$ cat config.mk
export PLATFORM = sky130hd
export DESIGN_NAME = utf8_string_decoder_flat
export DESIGN_NICKNAME = d
export VERILOG_FILES = /design/src/design/utf8sd_pkg.sv /design/src/design/utf8sd_req_if.sv /design/src/design/utf8sd_rsp_if.sv /design/src/design/utf8_string_decoder.sv /design/src/flat_wrapper.sv
export SDC_FILE = /design/constraint.sdc
export NUM_CORES = 1
export LEC_CHECK = 0
export ABC_AREA = 1
export BUFFER_PORTS_ARGS = -buffer_cell sky130_fd_sc_hd__clkbuf_2
export CORE_AREA = 2 2 241 243
export CTS_CLUSTER_SIZE = 12
export DETAILED_ROUTE_END_ITERATION = 8
export DIE_AREA = 0 0 243 245
export HOLD_SLACK_MARGIN = 0.06
export PLACE_DENSITY_LB_ADDON = 0.15
export SYNTH_ARGS = -nofsm -noshare
export SYNTH_HDL_FRONTEND = slang
export SYNTH_SLANG_ARGS = --single-unit
$ cat constraint.sdc
create_clock -name clock -period 6.15 [get_ports clock]
set_input_delay 0.3075 -clock clock [delete_from_list [all_inputs] [get_ports clock]]
set_output_delay 0.3075 -clock clock [all_outputs]
set_load 0.005 [all_outputs]
$ cat src/design/utf8sd_pkg.sv
// utf8sd_pkg: types and constants shared by the utf8 string decoder files
// no dependencies

package utf8sd_pkg;

   localparam int COUNT_BITS_DEFAULT = 16;
   localparam int MAX_SEQ_BYTES = 4;

   localparam int BYTE_W = 8;
   localparam int CP_W = 21;
   localparam int CHAR_CNT_W = 16;
   localparam int MAX_CHARS_W = 16;
   localparam int CSR_DATA_W = 16;
   localparam int CSR_INDEX_W = 1;
   localparam int FIFO_DEPTH = 4;
   localparam int FIFO_PTR_W = 2;
   localparam int FIFO_CNT_W = 3;

   localparam logic [CSR_INDEX_W-1:0] CSR_COUNT_ONLY = 1'b0;
   localparam logic [CSR_INDEX_W-1:0] CSR_MAX_CHARS = 1'b1;

   localparam logic [MAX_CHARS_W-1:0] MAX_CHARS_RESET = 16'hFFFF;

   localparam logic [BYTE_W-1:0] CONT_MASK = 8'h3F;
   localparam logic [BYTE_W-1:0] LEAD2_MASK = 8'h1F;
   localparam logic [BYTE_W-1:0] LEAD3_MASK = 8'h0F;
   localparam logic [BYTE_W-1:0] LEAD4_MASK = 8'h07;

   typedef enum logic [1:0] {
      KIND_CHAR  = 2'd0,
      KIND_END   = 2'd1,
      KIND_ERROR = 2'd2
   } kind_type;

   typedef enum logic [2:0] {
      PH_IDLE = 3'b001,
      PH_LEAD = 3'b010,
      PH_CONT = 3'b100
   } phase_type;

   typedef struct packed {
      kind_type                kind;
      logic [CP_W-1:0]         code_point;
      logic [CHAR_CNT_W-1:0]   char_count;
      logic                    terminator_fits;
      logic                    last;
   } result_type;

endpackage

$ cat src/design/utf8sd_req_if.sv
// utf8sd_req_if: byte channel into the utf8 string decoder
// depends on utf8sd_pkg

interface utf8sd_req_if
   import utf8sd_pkg::*;
   ();
   logic              valid;
   logic              ready;
   logic [BYTE_W-1:0] in_byte;
   logic              first;

   modport source (output valid, output in_byte, output first, input ready);
   modport sink (input valid, input in_byte, input first, output ready);
endinterface

$ cat src/design/utf8sd_rsp_if.sv
// utf8sd_rsp_if: result channel out of the utf8 string decoder
// depends on utf8sd_pkg

interface utf8sd_rsp_if
   import utf8sd_pkg::*;
   ();
   logic                  valid;
   logic                  ready;
   kind_type              kind;
   logic [CP_W-1:0]       code_point;
   logic [CHAR_CNT_W-1:0] char_count;
   logic                  terminator_fits;
   logic                  last;

   modport source (output valid, output kind, output code_point, output char_count,
                   output terminator_fits, output last, input ready);
   modport sink (input valid, input kind, input code_point, input char_count,
                 input terminator_fits, input last, output ready);
endinterface

$ cat src/design/utf8_string_decoder.sv
// utf8_string_decoder: byte-serial utf8 string decoder, top level
// depends on utf8sd_pkg, utf8sd_req_if and utf8sd_rsp_if
//
// One byte is taken per clock unless input is stalled. A byte is registered on acceptance,
// decoded once the result queue has room, and its results land in a four-entry result queue.
// Outside count-only mode, a byte that finishes a character exactly at the max_chars
// capacity gives two results (the character and the end of string); the queue drains one
// result per cycle while the result side is ready, so then input stalls only when such bytes
// arrive faster than the queue can drain them. A byte is decoded only when the queue has two
// free entries, which is what stalls input when the result side holds off. Configuration
// writes take effect from the next byte decoded.

module utf8_string_decoder
   import utf8sd_pkg::*;
#(
   parameter int COUNT_BITS = COUNT_BITS_DEFAULT
) (
   input  logic                   clock,
   input  logic                   reset,
   utf8sd_req_if.sink             req_chan,
   utf8sd_rsp_if.source           rsp_chan,
   input  logic                   csr_we,
   input  logic [CSR_INDEX_W-1:0] csr_index,
   input  logic [CSR_DATA_W-1:0]  csr_wdata
);

   localparam int CMP_W = (COUNT_BITS > CHAR_CNT_W) ? COUNT_BITS : CHAR_CNT_W;

   logic                     count_only_ff;
   logic [MAX_CHARS_W-1:0]   max_chars_ff;

   logic                     in_valid_ff;
   logic [BYTE_W-1:0]        in_byte_ff;
   logic                     in_first_ff;

   phase_type                phase_ff, phase_in, phase_eff;
   logic [1:0]               bytes_left_ff, bytes_left_in, bytes_left_eff;
   logic [CP_W-1:0]          acc_ff, acc_in, acc_eff;
   logic [COUNT_BITS-1:0]    conv_ff, conv_in, conv_eff, conv_inc;

   result_type               fifo_ff [FIFO_DEPTH];
   logic [FIFO_PTR_W-1:0]    wr_ptr_ff, rd_ptr_ff;
   logic [FIFO_CNT_W-1:0]    count_ff;

   logic                     proc;
   logic                     pop;
   logic [1:0]               n_wr;
   result_type               res0, res1;
   logic [2:0]               lead_len;
   logic [6:0]               lead_bits;
   logic                     emit;
   logic [CP_W-1:0]          emit_cp;
   logic [CP_W-1:0]          acc_shift;
   logic [1:0]               bytes_dec;
   logic                     below_eff;
   logic                     full_inc;
   logic                     fits;

   // configuration
   always_ff @(posedge clock) begin
      if (reset) begin
         count_only_ff <= 1'b0;
         max_chars_ff <= MAX_CHARS_RESET;
      end else if (csr_we) begin
         case (csr_index)
            CSR_COUNT_ONLY: count_only_ff <= csr_wdata[0];
            CSR_MAX_CHARS:  max_chars_ff <= csr_wdata[MAX_CHARS_W-1:0];
            default: ;
         endcase
      end
   end

   // input register
   assign proc = in_valid_ff && (count_ff <= FIFO_CNT_W'(FIFO_DEPTH - 2));
   assign req_chan.ready = !in_valid_ff || proc;

   always_ff @(posedge clock) begin
      if (reset) begin
         in_valid_ff <= 1'b0;
      end else if (req_chan.valid && req_chan.ready) begin
         in_valid_ff <= 1'b1;
      end else if (proc) begin
         in_valid_ff <= 1'b0;
      end
   end

   always_ff @(posedge clock) begin
      if (req_chan.valid && req_chan.ready) begin
         in_byte_ff <= req_chan.in_byte;
         in_first_ff <= req_chan.first;
      end
   end

   // lead byte classification
   always_comb begin
      lead_len = 3'd0;
      lead_bits = 7'd0;
      unique case (in_byte_ff) inside
         8'b0???????: begin
            lead_len = 3'd1;
            lead_bits = in_byte_ff[6:0];
         end
         8'b110?????: begin
            lead_len = 3'd2;
            lead_bits = 7'(in_byte_ff & LEAD2_MASK);
         end
         8'b1110????: begin
            lead_len = 3'd3;
            lead_bits = 7'(in_byte_ff & LEAD3_MASK);
         end
         8'b11110???: begin
            lead_len = 3'd4;
            lead_bits = 7'(in_byte_ff & LEAD4_MASK);
         end
         default: begin
            lead_len = 3'd0;
            lead_bits = 7'd0;
         end
      endcase
   end

   // decode of one byte
   always_comb begin
      phase_eff = in_first_ff ? PH_LEAD : phase_ff;
      conv_eff = in_first_ff ? '0 : conv_ff;
      bytes_left_eff = in_first_ff ? 2'd0 : bytes_left_ff;
      acc_eff = in_first_ff ? '0 : acc_ff;

      conv_inc = (conv_eff == '1) ? conv_eff : conv_eff + COUNT_BITS'(1);
      below_eff = CMP_W'(conv_eff) < CMP_W'(max_chars_ff);
      full_inc = CMP_W'(conv_inc) >= CMP_W'(max_chars_ff);
      fits = !count_only_ff && below_eff;
      acc_shift = {acc_eff[CP_W-7:0], 6'(in_byte_ff & CONT_MASK)};
      bytes_dec = bytes_left_eff - 2'd1;

      phase_in = phase_ff;
      bytes_left_in = bytes_left_ff;
      acc_in = acc_ff;
      conv_in = conv_ff;
      n_wr = 2'd0;
      res0 = '0;
      res1 = '0;
      emit = 1'b0;
      emit_cp = '0;

      if (proc) begin
         phase_in = phase_eff;
         bytes_left_in = bytes_left_eff;
         acc_in = acc_eff;
         conv_in = conv_eff;
         unique case (phase_eff)
            PH_LEAD: begin
               if (in_byte_ff == '0 || (!count_only_ff && !below_eff)) begin
                  res0.kind = KIND_END;
                  res0.char_count = CHAR_CNT_W'(CMP_W'(conv_eff));
                  res0.terminator_fits = fits;
                  res0.last = 1'b1;
                  n_wr = 2'd1;
                  phase_in = PH_IDLE;
                  bytes_left_in = 2'd0;
                  acc_in = '0;
               end else if (lead_len == 3'd0 || lead_len > 3'(MAX_SEQ_BYTES)) begin
                  res0.kind = KIND_ERROR;
                  res0.char_count = CHAR_CNT_W'(CMP_W'(conv_eff));
                  res0.last = 1'b1;
                  n_wr = 2'd1;
                  phase_in = PH_IDLE;
                  bytes_left_in = 2'd0;
                  acc_in = '0;
               end else if (lead_len == 3'd1) begin
                  emit = 1'b1;
                  emit_cp = CP_W'(lead_bits);
               end else begin
                  acc_in = CP_W'(lead_bits);
                  bytes_left_in = 2'(lead_len - 3'd1);
                  phase_in = PH_CONT;
               end
            end
            PH_CONT: begin
               acc_in = acc_shift;
               bytes_left_in = bytes_dec;
               if (bytes_dec == 2'd0) begin
                  emit = 1'b1;
                  emit_cp = acc_shift;
               end
            end
            PH_IDLE: ;
            default: phase_in = PH_IDLE;
         endcase

         if (emit) begin
            conv_in = conv_inc;
            phase_in = PH_LEAD;
            bytes_left_in = 2'd0;
            acc_in = '0;
            if (!count_only_ff) begin
               res0.kind = KIND_CHAR;
               res0.code_point = emit_cp;
               res0.char_count = CHAR_CNT_W'(CMP_W'(conv_inc));
               res0.last = !full_inc;
               n_wr = 2'd1;
               if (full_inc) begin
                  res1.kind = KIND_END;
                  res1.char_count = CHAR_CNT_W'(CMP_W'(conv_inc));
                  res1.last = 1'b1;
                  n_wr = 2'd2;
                  phase_in = PH_IDLE;
               end
            end
         end
      end
   end

   always_ff @(posedge clock) begin
      if (reset) begin
         phase_ff <= PH_IDLE;
         bytes_left_ff <= 2'd0;
         acc_ff <= '0;
         conv_ff <= '0;
      end else begin
         phase_ff <= phase_in;
         bytes_left_ff <= bytes_left_in;
         acc_ff <= acc_in;
         conv_ff <= conv_in;
      end
   end

   // result queue
   assign pop = rsp_chan.valid && rsp_chan.ready;

   always_ff @(posedge clock) begin
      if (reset) begin
         wr_ptr_ff <= '0;
         rd_ptr_ff <= '0;
         count_ff <= '0;
      end else begin
         wr_ptr_ff <= wr_ptr_ff + FIFO_PTR_W'(n_wr);
         rd_ptr_ff <= rd_ptr_ff + FIFO_PTR_W'(pop);
         count_ff <= count_ff + FIFO_CNT_W'(n_wr) - FIFO_CNT_W'(pop);
      end
   end

   always_ff @(posedge clock) begin
      if (n_wr != 2'd0) begin
         fifo_ff[wr_ptr_ff] <= res0;
      end
      if (n_wr == 2'd2) begin
         fifo_ff[wr_ptr_ff + FIFO_PTR_W'(1)] <= res1;
      end
   end

   assign rsp_chan.valid = (count_ff != '0);
   assign rsp_chan.kind = fifo_ff[rd_ptr_ff].kind;
   assign rsp_chan.code_point = fifo_ff[rd_ptr_ff].code_point;
   assign rsp_chan.char_count = fifo_ff[rd_ptr_ff].char_count;
   assign rsp_chan.terminator_fits = fifo_ff[rd_ptr_ff].terminator_fits;
   assign rsp_chan.last = fifo_ff[rd_ptr_ff].last;

`ifndef SYNTHESIS
   a_queue_bound: assert property (@(posedge clock) disable iff (reset)
      count_ff <= FIFO_CNT_W'(FIFO_DEPTH))
      else $error("result queue overfilled");

   a_cont_pending: assert property (@(posedge clock) disable iff (reset)
      phase_ff == PH_CONT |-> bytes_left_ff != 2'd0)
      else $error("continuation phase with no bytes left");

   a_idle_clear: assert property (@(posedge clock) disable iff (reset)
      phase_ff == PH_IDLE |-> (acc_ff == '0 && bytes_left_ff == 2'd0))
      else $error("idle phase with live sequence state");

   a_count_only_silent: assert property (@(posedge clock) disable iff (reset)
      (proc && count_only_ff && n_wr != 2'd0) |-> res0.kind != KIND_CHAR)
      else $error("character result in count-only mode");

   a_drop_after_end: assert property (@(posedge clock) disable iff (reset)
      (proc && phase_ff == PH_IDLE && !in_first_ff) |-> n_wr == 2'd0)
      else $error("result from a dropped byte");
`endif

endmodule

$ cat src/flat_wrapper.sv
// flat-port wrapper written by rule: the top's interface ports become plain ports
module utf8_string_decoder_flat import utf8sd_pkg::*;
#(
   parameter int COUNT_BITS = COUNT_BITS_DEFAULT
)
  (clock, reset, csr_we, csr_index, csr_wdata, req_chan_valid, req_chan_in_byte, req_chan_first, req_chan_ready, rsp_chan_valid, rsp_chan_kind, rsp_chan_code_point, rsp_chan_char_count, rsp_chan_terminator_fits, rsp_chan_last, rsp_chan_ready);
  utf8sd_req_if req_chan_i ();
  utf8sd_rsp_if rsp_chan_i ();
  input  logic clock;
  input  logic reset;
  input  logic csr_we;
  input  logic [CSR_INDEX_W-1:0] csr_index;
  input  logic [CSR_DATA_W-1:0] csr_wdata;
  input wire logic [$bits(req_chan_i.valid)-1:0] req_chan_valid;
  input wire logic [$bits(req_chan_i.in_byte)-1:0] req_chan_in_byte;
  input wire logic [$bits(req_chan_i.first)-1:0] req_chan_first;
  output wire logic [$bits(req_chan_i.ready)-1:0] req_chan_ready;
  output wire logic [$bits(rsp_chan_i.valid)-1:0] rsp_chan_valid;
  output wire logic [$bits(rsp_chan_i.kind)-1:0] rsp_chan_kind;
  output wire logic [$bits(rsp_chan_i.code_point)-1:0] rsp_chan_code_point;
  output wire logic [$bits(rsp_chan_i.char_count)-1:0] rsp_chan_char_count;
  output wire logic [$bits(rsp_chan_i.terminator_fits)-1:0] rsp_chan_terminator_fits;
  output wire logic [$bits(rsp_chan_i.last)-1:0] rsp_chan_last;
  input wire logic [$bits(rsp_chan_i.ready)-1:0] rsp_chan_ready;
  assign req_chan_i.valid = req_chan_valid;
  assign req_chan_i.in_byte = req_chan_in_byte;
  assign req_chan_i.first = req_chan_first;
  assign req_chan_ready = req_chan_i.ready;
  assign rsp_chan_valid = rsp_chan_i.valid;
  assign rsp_chan_kind = rsp_chan_i.kind;
  assign rsp_chan_code_point = rsp_chan_i.code_point;
  assign rsp_chan_char_count = rsp_chan_i.char_count;
  assign rsp_chan_terminator_fits = rsp_chan_i.terminator_fits;
  assign rsp_chan_last = rsp_chan_i.last;
  assign rsp_chan_i.ready = rsp_chan_ready;
  utf8_string_decoder #(.COUNT_BITS(COUNT_BITS)) u_core (.clock(clock), .reset(reset), .req_chan(req_chan_i), .rsp_chan(rsp_chan_i), .csr_we(csr_we), .csr_index(csr_index), .csr_wdata(csr_wdata));
endmodule
# After elaboration in Yosys (flattened, before gate mapping)
# Memory sizes are Yosys's and may differ from the RTL's. A register that Yosys moved wholly into a read port is not among the register bits.
# Index checks and enable logic that the tools add are counted.
# classes
add_sub_neg,8
order_cmp,4
n_eq_ne,9
muxes,76
bitwise_logic,2
n_reduce_logical,21
# ops
cell,n
$mux 21,8
$mux 16,9
$pmux 21 s2,2
$mux 39,2
$mux 41,1
$mux 2,19
$pmux 7 s4,1
$mux 1,22
$mux 18,1
$mux 3,6
$add 16x1->16 const B,1
$eq 16x16->1 const B,1
$ge 16x16->1,1
$lt 16x16->1,1
$pmux 3 s4,1
$logic_not 8->1,1
$mux 7,1
$eq 3x1->1 const B,2
$eq 3x3->1 const B,2
$pmux 3 s2,1
$eq 5x5->1 const B,1
$logic_and 1x1->1,5
$eq 4x4->1 const B,1
$logic_not 1->1,4
other kinds (20),26
# totals
register_bits,76
ramBits,164
input_bits,31
output_inout_bits,43
wordCells,133
mem_count,1
# memory_table
memory,words,word_bits,read_ports,rd_ports_with_merged_regs,wr,line_no,text
u_core.fifo_ff,4,41,1,1,2,utf8_string_decoder.sv:41,result_type fifo_ff [FIFO_DEPTH];

# Longest topological paths before layout
# Gate-level depths: netlist (run 1).
# logic_depth
ltp_word,13
depth_mapped,29
mapped_depth_nobuf,29

# Worst setup path after synthesis (run 1)
# No wires, ideal clock.
# synth_path
kind,register to register
start,register u_core.in_first_ff
end,register u_core.count_ff[2]
setup_ps,128
arrival_ps,4091
required_ps,6022
setup_slack_ps,1931
path_stages_with_launch,28
path_buffers,1
synth_period_minus_slack_ps,4219
cell_sequence,edfxtp_1 -> inv_2 -> buf_6 -> nand2_2 -> nor2_1 -> nand2_1 -> nor3_2 -> nand3_1 -> nor2_1 -> xor2_2 -> inv_1 -> ha_1 -> nand2_1 -> inv_1 -> nand3_1 -> nor3_1 -> nand3_1 -> nand3_1 -> nand2_1 -> inv_1 -> nand2_2 -> nor2_4 -> inv_1 -> ha_1 -> fa_1 -> xor2_1 -> inv_1 -> nor2_1
# synth_via
elab_chain_cells,12
# synth_lines
element,line_no,text
from (decl),utf8_string_decoder.sv:34,logic in_first_ff;
from (signal assigned),utf8_string_decoder.sv:90,in_first_ff <= req_chan.first;
"parallel branches: the longest is 8 deep, another holds $add 16x1->16",n/a,
$mux 2 (*),utf8_string_decoder.sv:191,if (emit) begin
$mux 2 (*),utf8_string_decoder.sv:146,if (proc) begin
$add 3x2->3 (*),utf8_string_decoder.sv:239,count_ff <= count_ff + FIFO_CNT_W'(n_wr) - FIFO_CNT_W'(pop);
$sub 3x1->3 (*),utf8_string_decoder.sv:239,
to (signal assigned),utf8_string_decoder.sv:239,
to (decl),utf8_string_decoder.sv:43,logic [FIFO_CNT_W-1:0] count_ff;
# Every way passes the cells marked *. The select of a mux whose other input is x is not followed.
# A chain may end at the register's enable or synchronous reset.

# Worst setup path in the final report (run 1)
# Same ends and word-level chain as after synthesis.

==> flow_summary.json, run 1 <==
{
  "viasPerCell": 4.63,
  "track_usage_pct": 15.8,
  "initial_core_util_pct": 22.7,
  "root_buffer": "clkbuf_16",
  "yosysUniqueCellTypes": 48,
  "rows": 88,
  "tns_ns": 0,
  "syn_inst": 1767,
  "drv_cap": 0,
  "drv_slew": 0,
  "dp_cells": 2525,
  "drc": 0,
  "hpwl_mm": 32.0,
  "clock_latency_ns": 0.57,
  "async_reset_ff_share_pct": 0,
  "wl_per_cell_um": 18.2,
  "die_w_um": 243,
  "dr.pass1.iters": 5,
  "fill_cells": 6343,
  "cts-buffers-inserted": 28,
  "ys_warn_count": 0,
  "io_pins": 74,
  "ys.flop_type": "dfxtp_1",
  "finalCriticalPeriod_ns": 5.01,
  "core_um2": 57000,
  "whs_ns": 0.133,
  "syn2layout_area_growth_pct": 17.4,
  "nNetsFinal": 1889,
  "hold_viol": 0,
  "maxSlewHeadroom_pct": 33.2,
  "fmax_mhz": 200,
  "clockBufferDepth": 3,
  "rr_worst_depth": 27,
  "status": "complete, no violations",
  "grt_pass1_vias": 11773,
  "finClkSkew_ns": 0.0150,
  "cp-end-kind": "flop",
  "antenna_found_initial": 0,
  "crit_type": "reg -> reg",
  "fp.dieArea_um2": 59500,
  "drive_gt1_share_pct": 10.8,
  "cts_sinks": 234,
  "route.vias.total": 12057,
  "synthesis.nets": 1837,
  "cp.arrival_ns": 5.43,
  "place_congestion": 0.869,
  "io_buffers": 73,
  "drtAntennaViolNets": 0,
  "cp-start-kind": "flop",
  "finalCritPeriodShare_pct": 81.5,
  "cellPowerDensity_nw_per_um2": 331,
  "crit_start": "u_core.in_first_ff",
  "ys_ff_latch": 234,
  "worstHoldPathType": "in -> reg",
  "vdd_drop_max_uv": 215,
  "htreeDepth": 1,
  "routed_wl_mm": 47.4,
  "mostFrequentLayoutCells": "nand2_1, nor2_1, o21ai_0",
  "reg2reg_to": "u_core.count_ff[2]",
  "setup_violations": 0,
  "drtIter0Drc": 901,
  "cts_resized": 0,
  "die_h_um": 245,
  "power.leakage_nw": 6.47,
  "final_util_pct": 26.7,
  "cp.required_ns": 6.56,
  "grt_overflow": 0,
  "synthesis.area_um2": 13000,
  "layout_commonest_cell": "nand2_1",
  "grt_max_degree": 73,
  "rsz0062_at_grt": "false",
  "r2r-start": "u_core.in_first_ff",
  "crit_path_end": "u_core.count_ff[2]",
  "synth.avg_cell_area_um2": 7.34,
  "cts_tree": "built",
  "yosysSeqAreaShare_pct": 42.4,
  "cp_max_fo": 22,
  "diodes": 0,
  "rrSetupSlack_ns": 1.14,
  "worst_pin_slew_ns": 1.00,
  "grt_pass1_wl_mm": 73.3,
  "fin_cells": 2604,
  "synth_edf_count": 81,
  "clkTransAtPathRegs_ns": 0.06
}
[cell type report]
class                           count  area (µm²)  share of cell area [%]
Multi-Input combinational cell   1231        6220                    40.9
Sequential cell                   234        5500                    36.1
Tap cell                          765         957                    6.29
Inverter                          197         739                    4.86
Timing Repair Buffer              127         856                    5.62
Clock buffer                       38         778                    5.11
Clock inverter                     12         173                    1.13
[cells in the mapped netlist, types with 2 or more instances]
| library cell | instances | area share (%) |
|---|---|---|
| a21oi_4 | 2 | 0.25 |
| nand3_1 | 87 | 3.4 |
| buf_1 | 6 | 0.17 |
| nor2_2 | 5 | 0.24 |
| a211oi_1 | 3 | 0.17 |
| ha_1 | 38 | 3.7 |
| o21ai_2 | 5 | 0.34 |
| a31oi_1 | 4 | 0.19 |
| nand2_1 | 356 | 10 |
| clkbuf_1 | 51 | 1.5 |
| buf_4 | 10 | 0.58 |
| buf_2 | 33 | 1.3 |
| inv_1 | 183 | 5.3 |
| o21a_1 | 2 | 0.12 |
| inv_2 | 13 | 0.38 |
| xor2_1 | 8 | 0.54 |
| nor2_1 | 210 | 6.1 |
| nand2_4 | 6 | 0.52 |
| nand2_2 | 7 | 0.34 |
| nand4_1 | 9 | 0.43 |
| o221ai_1 | 3 | 0.20 |
| xnor2_1 | 3 | 0.20 |
| nor3_1 | 8 | 0.31 |
| buf_6 | 5 | 0.43 |
| o22ai_1 | 42 | 2.0 |
| o211ai_1 | 27 | 1.6 |
| dfxtp_1 | 153 | 24 |
| o21ai_1 | 57 | 2.2 |
| o21ai_0 | 186 | 7.2 |
| nor2_4 | 3 | 0.26 |
| edfxtp_1 | 81 | 19 |
| nand3_2 | 4 | 0.31 |
| nor4_1 | 2 | 0.096 |
| a21oi_1 | 141 | 5.4 |
[stage by stage]
step           power [mW]  area [µm²]  setup slack, ns
2_1_floorplan        2.77       13000             1.93
3_3_place_gp         3.33       14000             1.19
3_5_place_dp         3.33       14000             1.16
4_1_cts              5.12       15200             1.13
5_1_grt              5.36       15200            0.682
6_report             5.03       15200             1.14
[per-layer routing]
layer	global-route usage (%)	wire length (µm)	up-vias
met4	3.32	747	0
li1	-	-	5973
met1	22.5	23000	5720
met3	2.01	2530	46
met2	25.5	21100	318
met5	0	0	-
[cell families after synthesis]
family                   synth area share, %
AND/OR/NAND/NOR                         22.9
flip-flops                              42.4
AO/OA/AOI/OAI                           20.2
buffers and inverters                   9.64
adder cells (fa/ha/maj)                 3.82
XOR/XNOR                                1.08
[how the worst min path moves through the flow]
stage / start / endpoint / slack, ns / cells after the start
6_report: csr_index / u_core.count_only_ff / 0.13 / 5
5_1_grt: csr_index / u_core.count_only_ff / 0.15 / 5
4_1_cts: csr_index / u_core.count_only_ff / 0.11 / 5
3_5_place_dp: u_core.fifo_ff[3][23] / u_core.fifo_ff[3][23] / 0.46 / 2
3_3_place_gp: u_core.fifo_ff[3][23] / u_core.fifo_ff[3][23] / 0.45 / 2
2_1_floorplan: req_chan_in_byte[0] / u_core.in_byte_ff[0] / 0.41 / 0
[registers in the layout, indices dropped and copies added (netlist names)]
register / count
u_core.acc_ff: 15
u_core.count_ff: 3
u_core.in_byte_ff: 8
u_core.bytes_left_ff: 2
u_core.count_only_ff: 1
u_core.in_first_ff: 1
u_core.max_chars_ff: 16
u_core.wr_ptr_ff: 2
u_core.phase_ff: 3
u_core.rd_ptr_ff: 2
u_core.fifo_ff: 164
u_core.in_valid_ff: 1
u_core.conv_ff: 16
[where the power goes]
part / internal, mW / switching, mW / total (mW)
sequential: 1.81 / 0.110 / 1.92
combinational: 0.464 / 0.902 / 1.37
clock: 1.05 / 0.701 / 1.75
[critical path, cell delays in order, from the launching register on]
cell and delay, ns:
edfxtp_1 0.40, buf_4 0.27, nor2_1 0.32, nand2_1 0.15, nor2_2 0.21, inv_2 0.09
nor3_2 0.18, nand3_1 0.15, nor2_1 0.19, xor2_2 0.33, inv_1 0.08, ha_1 0.28
nand2_1 0.05, inv_1 0.06, nand3_1 0.08, nor3_1 0.20, nand3_1 0.11, nand3_1 0.10
nand2_1 0.07, inv_1 0.09, nand2_2 0.07, nor2_4 0.21, inv_1 0.13, ha_1 0.33
fa_1 0.43, xor2_1 0.17, inv_1 0.06, nor2_1 0.03
[what timing repair did]
item / 4_1_cts / 5_1_grt
buffers inserted: 0 / 0
hold buffers: 29 / 0
hold endpoints to repair: 27 / 0
Note: power is estimated with default switching activity, not from simulation.
==> run 2: changes to the inputs <==
- clock period: 6.15 -> 4.2 ns (I/O delays scaled with it)
==> run 2 against run 1 <==
  * Wire length increased by 1.1%
  * Sequential power increased by 46%
  * Critical path depth increased by 3
  * Die area unchanged
  * Hold slack improved by 0.050 ns
  * Via count increased by 2.5%
  * Largest cell class unchanged
  * Highest routed layer is now met5
  * Sequential share of layout area decreased by 2.5 points
  * Register-to-register slack got worse by 0.96 ns
==> flow_summary.json, run 2 (synthesized netlist as in run 1, its figures left out) <==
{
  "status": "complete, no violations",
  "min_path_cells": 3,
  "power.switching_mw": 2.53,
  "cp.required_ns": 4.65,
  "cp_max_fo": 4,
  "finalCriticalPeriod_ns": 4.03,
  "rows": 88,
  "grt_max_degree": 65,
  "reg2reg_to": "u_core.count_ff[2]",
  "initial_core_util_pct": 22.7,
  "worst_pin_slew_ns": 0.874,
  "intPower_mw": 5.00,
  "rrSetupSlack_ns": 0.17,
  "dr.pass1.iters": 5,
  "finalCritPeriodShare_pct": 95.9,
  "cts_sinks": 234,
  "dp_cells": 2609,
  "fill_cells": 6311,
  "antenna_found_initial": 1,
  "place_congestion": 0.874,
  "drtIter0Drc": 878,
  "clkTransAtPathRegs_ns": 0.06,
  "drc": 0,
  "finalPower_mw": 7.53,
  "max_stage_delay_ns": 0.46,
  "min_from": "reset",
  "maxSlewHeadroom_pct": 41.7,
  "fmax_mhz": 248,
  "layout_commonest_cell": "nand2_1",
  "place_area_um2": 14700,
  "pre_cts_slack_ns": -0.191,
  "cp.arrival_ns": 4.47,
  "hold_viol": 0,
  "io_pins": 74,
  "cp-start-kind": "flop",
  "tns_ns": 0,
  "fp.dieArea_um2": 59500,
  "cp-end-kind": "flop",
  "whs_endpoint": "u_core.acc_ff[7]",
  "rr_worst_depth": 30,
  "switching_share_pct": 33.6,
  "track_usage_pct": 15.8,
  "grt_overflow": 0,
  "core_um2": 57000,
  "drv_slew": 0,
  "worstHoldPathType": "in -> reg",
  "nNetsFinal": 1990,
  "seqPwrFrac_pct": 37.1,
  "cellPowerDensity_nw_per_um2": 461,
  "r2r-start": "u_core.in_first_ff",
  "mostFrequentLayoutCells": "nand2_1, nor2_1, o21ai_0",
  "final_util_pct": 28.6,
  "design_area_um2": 16300,
  "route.vias.total": 12361,
  "top_register": "u_core.fifo_ff",
  "vdd_drop_max_uv": 265,
  "syn2layout_area_growth_pct": 26.0,
  "path_common_cell": "inv_2",
  "grt_pass1_wl_mm": 73.4,
  "largest_reg_flops": 164,
  "finClkSkew_ns": 0.0232,
  "drive_gt1_share_pct": 17.8,
  "power_frac_clock_pct": 34.5,
  "fin_ws_ns": 0.173,
  "crit_type": "reg -> reg",
  "combPwrFrac_pct": 28.4,
  "htreeDepth": 1,
  "cts_tree": "built",
  "top_regs": "u_core.fifo_ff: 164 flops, u_core.conv_ff: 16 flops, u_core.max_chars_ff: 16 flops",
  "whs_ns": 0.183,
  "wl_per_cell_um": 17.7,
  "drv_cap": 0,
  "clockBufferDepth": 3,
  "routed_wl_mm": 47.9,
  "power.leakage_nw": 7.06,
  "grt_pass1_vias": 11734,
  "diodes": 0,
  "setup_violations": 0,
  "die_h_um": 245,
  "io_buffers": 73,
  "drtAntennaViolNets": 0,
  "hpwl_mm": 33.3,
  "viasPerCell": 4.57,
  "clock_latency_ns": 0.57,
  "cts-buffers-inserted": 28,
  "die_w_um": 243,
  "root_buffer": "clkbuf_16",
  "critPathSlowestCell": "edfxtp_1",
  "fin_cells": 2707
}
==> run 2: cell types whose count changed in the layout (fill, tap and decap cells not counted), sizes merged <==
cell | previous run | this run
buf | 25 | 126
clkbuf | 111 | 115
clkinv | 8 | 6
clkinvlp | 1 | 2
inv | 196 | 195
==> run 2: how the worst max path moves through the flow <==
stage / startpoint / to / slack [ns] / cells after the start
after floorplan: u_core.in_first_ff / u_core.count_ff[2] / 0.01 / 28
after global placement: u_core.in_first_ff / u_core.count_ff[2] / -0.12 / 27
after detailed placement: u_core.in_first_ff / u_core.count_ff[2] / -0.19 / 27
after CTS: u_core.in_first_ff / u_core.count_ff[2] / 0.004 / 31
after global routing: u_core.in_first_ff / u_core.count_ff[2] / -0.03 / 31
final: u_core.in_first_ff / u_core.count_ff[2] / 0.17 / 30
==> run 2: what timing repair did <==
action / CTS / global route
endpoints found under the hold margin: 27 / 0
resized for setup: 9 / 58
endpoints found under the setup margin: 14 / 238
setup buffers: 5 / 13
pin swaps: 9 / 31
gates cloned: 0 / 0
hold buffers: 29 / 0
==> run 2: area by class of cell <==
class / count / area (µm²) / area share (%)
clock buffers: 42 / 813 / 4.98
clock inverters: 10 / 165 / 1.01
inverters: 197 / 742 / 4.54
multi-input cells: 1231 / 6470 / 39.6
flip-flops and latches: 234 / 5500 / 33.6
well taps: 765 / 957 / 5.86
repair buffers: 228 / 1700 / 10.4
==> run 2: power groups by stage <==
stage	registers, mW	clock network, mW	logic, mW
2_1_floorplan	2.80	0	1.25
3_5_place_dp	2.84	0	2.10
6_report	2.80	2.60	2.14
4_1_cts	2.79	2.69	2.14
3_3_place_gp	2.83	0	2.11
5_1_grt	2.83	2.76	2.42
==> run 2: metal layers <==
layer	vias to the layer above	track usage [%]	share of wire, %
met5	-	0	0.027
met4	2	3.37	1.5
met3	45	1.90	4.3
met2	263	25.7	45
met1	5863	22.5	49
li1	6188	-	-
==> run 2: worst max-delay path: cells and delay by family, from the launching register on <==
family | cells | cell delay (ns)
adders and majority gates | 3 | 0.82
AOI/OAI and AO/OA | 3 | 0.47
and+or+nand+nor | 14 | 1.24
xor gates and xnor gates | 1 | 0.17
buffers and inverters | 9 | 0.73
DFF | 1 | 0.46
